<file path="config.mk">
export PLATFORM = sky130hd
export DESIGN_NAME = record_sort_by_selected_key
export DESIGN_NICKNAME = d
export VERILOG_FILES = /design/src/sv/rsk_pkg.sv /design/src/sv/rsk_store.sv /design/src/sv/record_sort_by_selected_key.sv
export SDC_FILE = /design/constraint.sdc
export NUM_CORES = 2
export LEC_CHECK = 0
export ABC_AREA = 1
export BUFFER_PORTS_ARGS = -buffer_cell sky130_fd_sc_hd__buf_4
export CAP_MARGIN = 5
export CORE_ASPECT_RATIO = 0.6
export CORE_UTILIZATION = 30
export CTS_BUF_LIST = sky130_fd_sc_hd__clkbuf_8
export DETAILED_ROUTE_END_ITERATION = 8
export GPL_ROUTABILITY_DRIVEN = 0
export PLACE_DENSITY = 0.45
export SETUP_SLACK_MARGIN = 0.02
export SYNTH_ARGS = -nofsm -noshare
export SYNTH_HDL_FRONTEND = slang
export SYNTH_SLANG_ARGS = --single-unit
</file>
<file path="constraint.sdc">
create_clock -name clock -period 10.6 [get_ports clock]
set_clock_uncertainty 0.05 [all_clocks]
set_input_delay 3.18 -clock clock [delete_from_list [all_inputs] [get_ports clock]]
set_output_delay 3.18 -clock clock [all_outputs]
set_load 0.02 [all_outputs]
</file>
<file path="src/sv/rsk_pkg.sv">
// Package for the record sorter: record layout, key codes, key selection.
package rsk_pkg;

   localparam int unsigned MAX_RECORDS_DEF = 32;

   localparam int unsigned TAG_W  = 16;
   localparam int unsigned YEAR_W = 12;
   localparam int unsigned BAT_W  = 10;
   localparam int unsigned OBP_W  = 10;
   localparam int unsigned SLG_W  = 12;
   localparam int unsigned KEY_W  = 12;
   localparam int unsigned RANK_W = 6;
   localparam int unsigned SEL_W  = 2;

   localparam logic [SEL_W-1:0] KEY_BAT  = 2'd0;
   localparam logic [SEL_W-1:0] KEY_OBP  = 2'd1;
   localparam logic [SEL_W-1:0] KEY_SLG  = 2'd2;
   localparam logic [SEL_W-1:0] KEY_YEAR = 2'd3;

   typedef struct packed {
      logic [TAG_W-1:0]  tag;
      logic [YEAR_W-1:0] year;
      logic [BAT_W-1:0]  bat;
      logic [OBP_W-1:0]  obp;
      logic [SLG_W-1:0]  slg;
   } rec_type;

   function automatic logic [KEY_W-1:0] key_of(input rec_type r, input logic [SEL_W-1:0] sel);
      logic [KEY_W-1:0] k;
      k = '0;
      unique case (sel)
         KEY_BAT:  k = KEY_W'(r.bat);
         KEY_OBP:  k = KEY_W'(r.obp);
         KEY_SLG:  k = KEY_W'(r.slg);
         KEY_YEAR: k = KEY_W'(r.year);
         default:  k = '0;
      endcase
      return k;
   endfunction

endpackage

</file>
<file path="src/sv/rsk_store.sv">
// Record store: one write port, one read port, registered read data.
module rsk_store #(
   parameter int unsigned DEPTH = rsk_pkg::MAX_RECORDS_DEF
) (
   input  logic                     clock,
   input  logic                     wr_en,
   input  logic [$clog2(DEPTH)-1:0] wr_addr,
   input  rsk_pkg::rec_type         wr_data,
   input  logic                     rd_en,
   input  logic [$clog2(DEPTH)-1:0] rd_addr,
   output rsk_pkg::rec_type         rd_data
);

   rsk_pkg::rec_type mem [DEPTH];
   rsk_pkg::rec_type rd_data_ff;

   always_ff @(posedge clock) begin
      if (wr_en) begin
         mem[wr_addr] <= wr_data;
      end
   end

   always_ff @(posedge clock) begin
      if (rd_en) begin
         rd_data_ff <= mem[rd_addr];
      end
   end

   assign rd_data = rd_data_ff;

endmodule

</file>
<file path="src/sv/record_sort_by_selected_key.sv">
// Record sorter top level: load, in-memory stable insertion sort, ranked readout.
//
//  channel | direction | handshake            | payload
//  req_    | in        | req_valid/req_stall  | one record, req_last_in ends the set
//  rsp_    | out       | rsp_valid/rsp_stall  | one ranked record per transaction
//  csr_    | in        | csr_wr_en            | sort key select, 2 bits
//
// Loading takes one record per cycle. After the last record, the sort runs in the
// record memory (one write port, one read port): for record i, ST_FETCH reads it,
// ST_CUR captures it, ST_CMP moves each record with a smaller key one slot up and
// ST_PLACE writes record i into the freed slot. Readout: ST_OISSUE reads the first
// result, then one result per cycle while rsp_stall is low. req_stall is high from
// the last record until the final result is taken. Reset clears control state only.
module record_sort_by_selected_key #(
   parameter int unsigned MAX_RECORDS = rsk_pkg::MAX_RECORDS_DEF
) (
   input  logic                        clock,
   input  logic                        reset,
   input  logic                        req_valid,
   output logic                        req_stall,
   input  logic [rsk_pkg::TAG_W-1:0]   req_record_tag,
   input  logic [rsk_pkg::YEAR_W-1:0]  req_season_year,
   input  logic [rsk_pkg::BAT_W-1:0]   req_batting_avg,
   input  logic [rsk_pkg::OBP_W-1:0]   req_on_base,
   input  logic [rsk_pkg::SLG_W-1:0]   req_slugging,
   input  logic                        req_last_in,
   output logic                        rsp_valid,
   input  logic                        rsp_stall,
   output logic [rsk_pkg::TAG_W-1:0]   rsp_out_tag,
   output logic [rsk_pkg::YEAR_W-1:0]  rsp_out_year,
   output logic [rsk_pkg::BAT_W-1:0]   rsp_out_batting,
   output logic [rsk_pkg::OBP_W-1:0]   rsp_out_on_base,
   output logic [rsk_pkg::SLG_W-1:0]   rsp_out_slugging,
   output logic [rsk_pkg::RANK_W-1:0]  rsp_rank,
   output logic                        rsp_dropped,
   output logic                        rsp_last_out,
   input  logic                        csr_wr_en,
   input  logic [rsk_pkg::SEL_W-1:0]   csr_wr_data
);

   localparam int unsigned AW = $clog2(MAX_RECORDS);
   localparam int unsigned CW = $clog2(MAX_RECORDS + 1);

   typedef enum logic [6:0] {
      ST_LOAD   = 7'b0000001,
      ST_FETCH  = 7'b0000010,
      ST_CUR    = 7'b0000100,
      ST_CMP    = 7'b0001000,
      ST_PLACE  = 7'b0010000,
      ST_OISSUE = 7'b0100000,
      ST_OSHOW  = 7'b1000000
   } state_type;

   state_type                  state_ff, state_in;
   logic [CW-1:0]              count_ff, count_in;
   logic                       overflow_ff, overflow_in;
   logic [rsk_pkg::SEL_W-1:0]  key_ff;
   logic [rsk_pkg::SEL_W-1:0]  sel_ff, sel_in;
   logic [AW-1:0]              i_ff, i_in;
   logic [AW-1:0]              j_ff, j_in;
   logic [AW-1:0]              k_ff, k_in;
   rsk_pkg::rec_type           cur_ff, cur_in;

   logic                       req_acc;
   logic                       rsp_acc;
   logic                       has_room;
   logic [CW-1:0]              load_count;
   logic                       shift_down;

   logic                       wr_en;
   logic [AW-1:0]              wr_addr;
   rsk_pkg::rec_type           wr_data;
   logic                       rd_en;
   logic [AW-1:0]              rd_addr;
   rsk_pkg::rec_type           rd_data;
   rsk_pkg::rec_type           req_rec;

   rsk_store #(.DEPTH(MAX_RECORDS)) u_store (
      .clock   (clock),
      .wr_en   (wr_en),
      .wr_addr (wr_addr),
      .wr_data (wr_data),
      .rd_en   (rd_en),
      .rd_addr (rd_addr),
      .rd_data (rd_data)
   );

   assign req_stall = (state_ff != ST_LOAD);
   assign rsp_valid = (state_ff == ST_OSHOW);
   assign req_acc   = req_valid && !req_stall;
   assign rsp_acc   = rsp_valid && !rsp_stall;

   assign req_rec.tag  = req_record_tag;
   assign req_rec.year = req_season_year;
   assign req_rec.bat  = req_batting_avg;
   assign req_rec.obp  = req_on_base;
   assign req_rec.slg  = req_slugging;

   assign has_room   = (count_ff < CW'(MAX_RECORDS));
   assign load_count = has_room ? (count_ff + CW'(1)) : count_ff;
   assign shift_down = (rsk_pkg::key_of(rd_data, sel_ff) < rsk_pkg::key_of(cur_ff, sel_ff));

   assign rsp_out_tag      = rd_data.tag;
   assign rsp_out_year     = rd_data.year;
   assign rsp_out_batting  = rd_data.bat;
   assign rsp_out_on_base  = rd_data.obp;
   assign rsp_out_slugging = rd_data.slg;
   assign rsp_rank         = rsk_pkg::RANK_W'(k_ff);
   assign rsp_dropped      = overflow_ff;
   assign rsp_last_out     = ((CW'(k_ff) + CW'(1)) == count_ff);

   always_comb begin
      state_in    = state_ff;
      count_in    = count_ff;
      overflow_in = overflow_ff;
      sel_in      = sel_ff;
      i_in        = i_ff;
      j_in        = j_ff;
      k_in        = k_ff;
      cur_in      = cur_ff;
      wr_en       = 1'b0;
      wr_addr     = j_ff;
      wr_data     = rd_data;
      rd_en       = 1'b0;
      rd_addr     = i_ff;
      unique case (state_ff)
         ST_LOAD: begin
            if (req_acc) begin
               if (has_room) begin
                  wr_en   = 1'b1;
                  wr_addr = count_ff[AW-1:0];
                  wr_data = req_rec;
               end else begin
                  overflow_in = 1'b1;
               end
               count_in = load_count;
               if (req_last_in) begin
                  sel_in   = key_ff;
                  i_in     = AW'(1);
                  k_in     = '0;
                  state_in = (load_count == CW'(1)) ? ST_OISSUE : ST_FETCH;
               end
            end
         end
         ST_FETCH: begin
            rd_en    = 1'b1;
            rd_addr  = i_ff;
            state_in = ST_CUR;
         end
         ST_CUR: begin
            cur_in   = rd_data;
            j_in     = i_ff;
            rd_en    = 1'b1;
            rd_addr  = i_ff - AW'(1);
            state_in = ST_CMP;
         end
         ST_CMP: begin
            if (shift_down) begin
               wr_en   = 1'b1;
               wr_addr = j_ff;
               wr_data = rd_data;
               j_in    = j_ff - AW'(1);
               if (j_ff != AW'(1)) begin
                  rd_en   = 1'b1;
                  rd_addr = j_ff - AW'(2);
               end else begin
                  state_in = ST_PLACE;
               end
            end else begin
               state_in = ST_PLACE;
            end
         end
         ST_PLACE: begin
            wr_en   = 1'b1;
            wr_addr = j_ff;
            wr_data = cur_ff;
            if ((CW'(i_ff) + CW'(1)) == count_ff) begin
               k_in     = '0;
               state_in = ST_OISSUE;
            end else begin
               i_in     = i_ff + AW'(1);
               state_in = ST_FETCH;
            end
         end
         ST_OISSUE: begin
            rd_en    = 1'b1;
            rd_addr  = k_ff;
            state_in = ST_OSHOW;
         end
         ST_OSHOW: begin
            if (rsp_acc) begin
               if (rsp_last_out) begin
                  count_in    = '0;
                  overflow_in = 1'b0;
                  state_in    = ST_LOAD;
               end else begin
                  k_in    = k_ff + AW'(1);
                  rd_en   = 1'b1;
                  rd_addr = k_ff + AW'(1);
               end
            end
         end
         default: begin
            state_in = ST_LOAD;
         end
      endcase
   end

   always_ff @(posedge clock) begin
      if (reset) begin
         state_ff    <= ST_LOAD;
         count_ff    <= '0;
         overflow_ff <= 1'b0;
         key_ff      <= rsk_pkg::KEY_BAT;
         sel_ff      <= rsk_pkg::KEY_BAT;
         i_ff        <= '0;
         j_ff        <= '0;
         k_ff        <= '0;
      end else begin
         state_ff    <= state_in;
         count_ff    <= count_in;
         overflow_ff <= overflow_in;
         sel_ff      <= sel_in;
         i_ff        <= i_in;
         j_ff        <= j_in;
         k_ff        <= k_in;
         if (csr_wr_en) begin
            key_ff <= csr_wr_data;
         end
      end
   end

   always_ff @(posedge clock) begin
      cur_ff <= cur_in;
   end

   a_count_bound: assert property (@(posedge clock) disable iff (reset)
      count_ff <= CW'(MAX_RECORDS))
      else $error("stored count beyond capacity");

   a_busy_nonempty: assert property (@(posedge clock) disable iff (reset)
      (state_ff != ST_LOAD) |-> (count_ff != '0))
      else $error("sort or readout with empty set");

   a_cmp_index: assert property (@(posedge clock) disable iff (reset)
      (state_ff == ST_CMP) |-> ((j_ff != '0) && (j_ff <= i_ff)))
      else $error("insertion index out of range");

   a_rank_bound: assert property (@(posedge clock) disable iff (reset)
      rsp_valid |-> (CW'(k_ff) < count_ff))
      else $error("rank beyond stored count");

   a_set_end: assert property (@(posedge clock) disable iff (reset)
      (rsp_acc && rsp_last_out) |=> ((count_ff == '0) && !overflow_ff && (state_ff == ST_LOAD)))
      else $error("set state not cleared after final transaction");

endmodule

</file>
==> run metrics <==
total power 28.2 mW; Post-CTS Hold Buffers 0; Overall Global Routing Usage 21.4%; Nets 8851; Distinct cells, synth 49; Final ANT Viol Nets 0; CP cell instances inv_2 -> nor2_1 -> clkinv_1 -> o221ai_1 -> o21ai_0 -> inv_1 -> ha_1 -> nand2_1 -> o21ai_0 -> a21oi_1 -> nand2_1 -> nand2_1 -> nand3_1 -> nand2_8 -> buf_4 -> buf_4 -> nand3_1 -> nand3_1 -> nand3_1 -> nand3_1 -> nand2_1 -> nand2_1 -> nand2_1; dpl cell area 97900 sq um; crit path capture type flop; vias approximately 66000; Max VDD drop 0.000170 V; Max Cap Viol 0; status finished clean; fin util 34.0%; Max Root-Sink Buffers 4; RSZ-0062 raised after global routing false; Root Driver clkbuf_8; Post-CTS Setup Inserts 0; Syn Std Cell Area 92000 sq um; post-synthesis sequential element count 2073; Slew @ Worst Pin between 1 and 1.5 ns; multi-input logic area 23700 sq um; Slew Viols, Final 0; Worst Path Arrival just under 8 ns; layout cells sized above 1 8.90%; DR vias/cell 5.04; most used cell, CP nand2_1; DRC 0; largest net degree at the start of global routing 151; Area Overhead vs Synth 12.7%; Initial Utilization 30.2%; Inserted Clock Buffers 326; die height 431 um; Crit Path Class flop to flop; Finish-stage setup viols 0; Pleak ~41 nW; Hold Startpoint u_store.rd_data[56]; CTS tree yes; Cells after Synth 8673; first-pass GRT wire length ~480000 um; clk_lat worst skew 1.02 ns; core area 305000 sq um; TritonRoute pass-1 iters 6; delay-heaviest family, CP simple AND/OR/NAND/NOR gates; commonest non-fill, non-tap cell in the layout nand3_1; CP Launch Point sel_ff[1]; Syn. warnings 0; Sequential Power Share 41.2%; clock slew at reported path FFs 0.07 ns; FILL cells between 30000 and 40000; register area share after synthesis 67.3%; port bufs ~140; FP Rows 157; syn avg cell area 10.6 sq um; Comb power frac 35.7%; Post-Syn Nets just under 9000; Worst setup SP type flop; Hold Crit Class flop to flop; Int Pwr between 15 and 20 mW; FF/Latch Area 61900 sq um; final hold vios 0; Crit-path slowest cell buf_4; drt initial violations approximately 7500; Placed Cells 12500; Tmin final 7.31 ns; final period utilization 68.9%; Rel. slew slack about an eighth; H-tree depth 5; initial antenna violation count 8; final cell count without fillers 13100; total net switching power 11.3 mW; Clk pwr share 23.0%; CP Buf/Inv Count 5; # resized after CTS 0; area of the die 309000 sq um; required time of the critical path 11.25 ns; biggest cell delay along the critical path 0.87 ns; per-cell routed wire length 26.0 um; grt ovf 0; Post-Route WL 340000 um; fmax roughly 140 MHz; final instance area between 100000 and 150000 sq um; r2r setup slk approximately 3.3 ns; beginning of the worst register-to-register path sel_ff[1]; # clock sinks 2073; Switching Fraction ~40%; worst-path maximum fanout ~80; dpl hpwl around 170000 um; Fin Setup TNS 0 ns; commonest non-fill, non-tap cells in the layout nand3_1 (2071), nand2_1 (2049), edfxtp_1 (2040); power per standard cell area around 270 nW/um^2; I/O pin count 138; vias in the first global route between 60000 and 70000; Die Wd 717 um
==> state kept, by name (all words and copies together), names as in the netlist <==
register	cells
key_ff	2
sel_ff	2
i_ff	5
rsp_dropped	1
u_store.rd_data	60
count_ff	6
u_store.mem	1920
state_ff	7
k_ff	5
j_ff	5
cur_ff	60
==> power groups by stage <==
stage                     clock [mW]  sequential, mW  combinational (mW)
final                           6.50            11.6                10.1
after detailed placement           0            11.8                10.1
after global placement             0            11.8                9.99
after floorplan                    0            11.8                5.94
after global routing            6.96            11.7                11.0
after CTS                       6.63            11.6                10.1
==> final timing paths <==
check | depth (start not counted) | to
hold reg to reg | 0 | cur_ff[56]
hold / removal | 0 | cur_ff[56]
setup / recovery | 23 | u_store.rd_data[47]
setup reg to reg | 23 | u_store.rd_data[47]
==> cells by family after synthesis <==
| kind of cell | Yosys count | share of synthesized area, % |
|---|---|---|
| AND/OR/NAND/NOR | 4566 | 22.8 |
| flip-flops | 2073 | 67.3 |
| buffers and inverters | 1706 | 7.48 |
| AO/OA/AOI/OAI | 296 | 2.00 |
| adder cells (fa/ha/maj) | 19 | 0.258 |
| XOR/XNOR | 12 | 0.114 |
| other | 1 | 0.00408 |
==> metrics by stage <==
stage	hold slack [ns]	setup WS, ns
floorplan	0.407	3.21
detailed placement	0.456	3.50
CTS	0.472	3.45
global placement	0.438	3.53
global route	0.484	2.70
finish	0.464	3.29
==> Yosys cell counts (all sizes together) <==
cell / instances / share of area (%)
a221oi: 1 / 0.0095
edfxtp: 2040 / 67
inv: 1142 / 4.7
o22ai: 6 / 0.041
xor2: 9 / 0.086
xnor2: 3 / 0.029
and2: 1 / 0.0068
nor3b: 1 / 0.0082
o221ai: 23 / 0.22
a221o: 12 / 0.13
ha: 19 / 0.26
dfxtp: 33 / 0.72
o31ai: 2 / 0.016
nor2: 114 / 0.51
nand3: 2073 / 11
clkinv: 3 / 0.012
a22oi: 1 / 0.0082
nand3b: 300 / 2.4
a211oi: 13 / 0.11
nand4: 7 / 0.048
clkbuf: 229 / 0.94
nor4: 2 / 0.027
buf: 332 / 1.9
nand2: 2054 / 8.4
or2: 2 / 0.014
a31oi: 7 / 0.048
o211ai: 36 / 0.29
conb: 1 / 0.0041
o41ai: 1 / 0.0095
o2111ai: 10 / 0.095
nor3: 12 / 0.088
o21ai: 123 / 0.68
a21oi: 60 / 0.33
a21boi: 1 / 0.012
==> area by class of cell <==
| class | count | share of cell area [%] |
|---|---|---|
| flip-flops and latches | 2073 | 59.7 |
| repair buffers | 324 | 2.76 |
| multi-input cells | 4894 | 22.8 |
| well taps | 4054 | 4.89 |
| clock inverters | 230 | 1.11 |
| diodes | 11 | 0.0266 |
| clock buffers | 334 | 4.44 |
| inverters | 1145 | 4.18 |
==> per-layer routing <==
layer / routed length [um] / vias up / part of all wire (%) / global-route usage, %
li1: - / 29700 / - / -
met4: 10200 / 0 / 3.0 / 6.02
met3: 24700 / 510 / 7.3 / 3.59
met5: 0 / - / 0 / 0
met1: 157000 / 32900 / 46 / 31.5
met2: 147000 / 2667 / 43 / 32.4
Note: power is estimated with default switching activity, not from simulation.
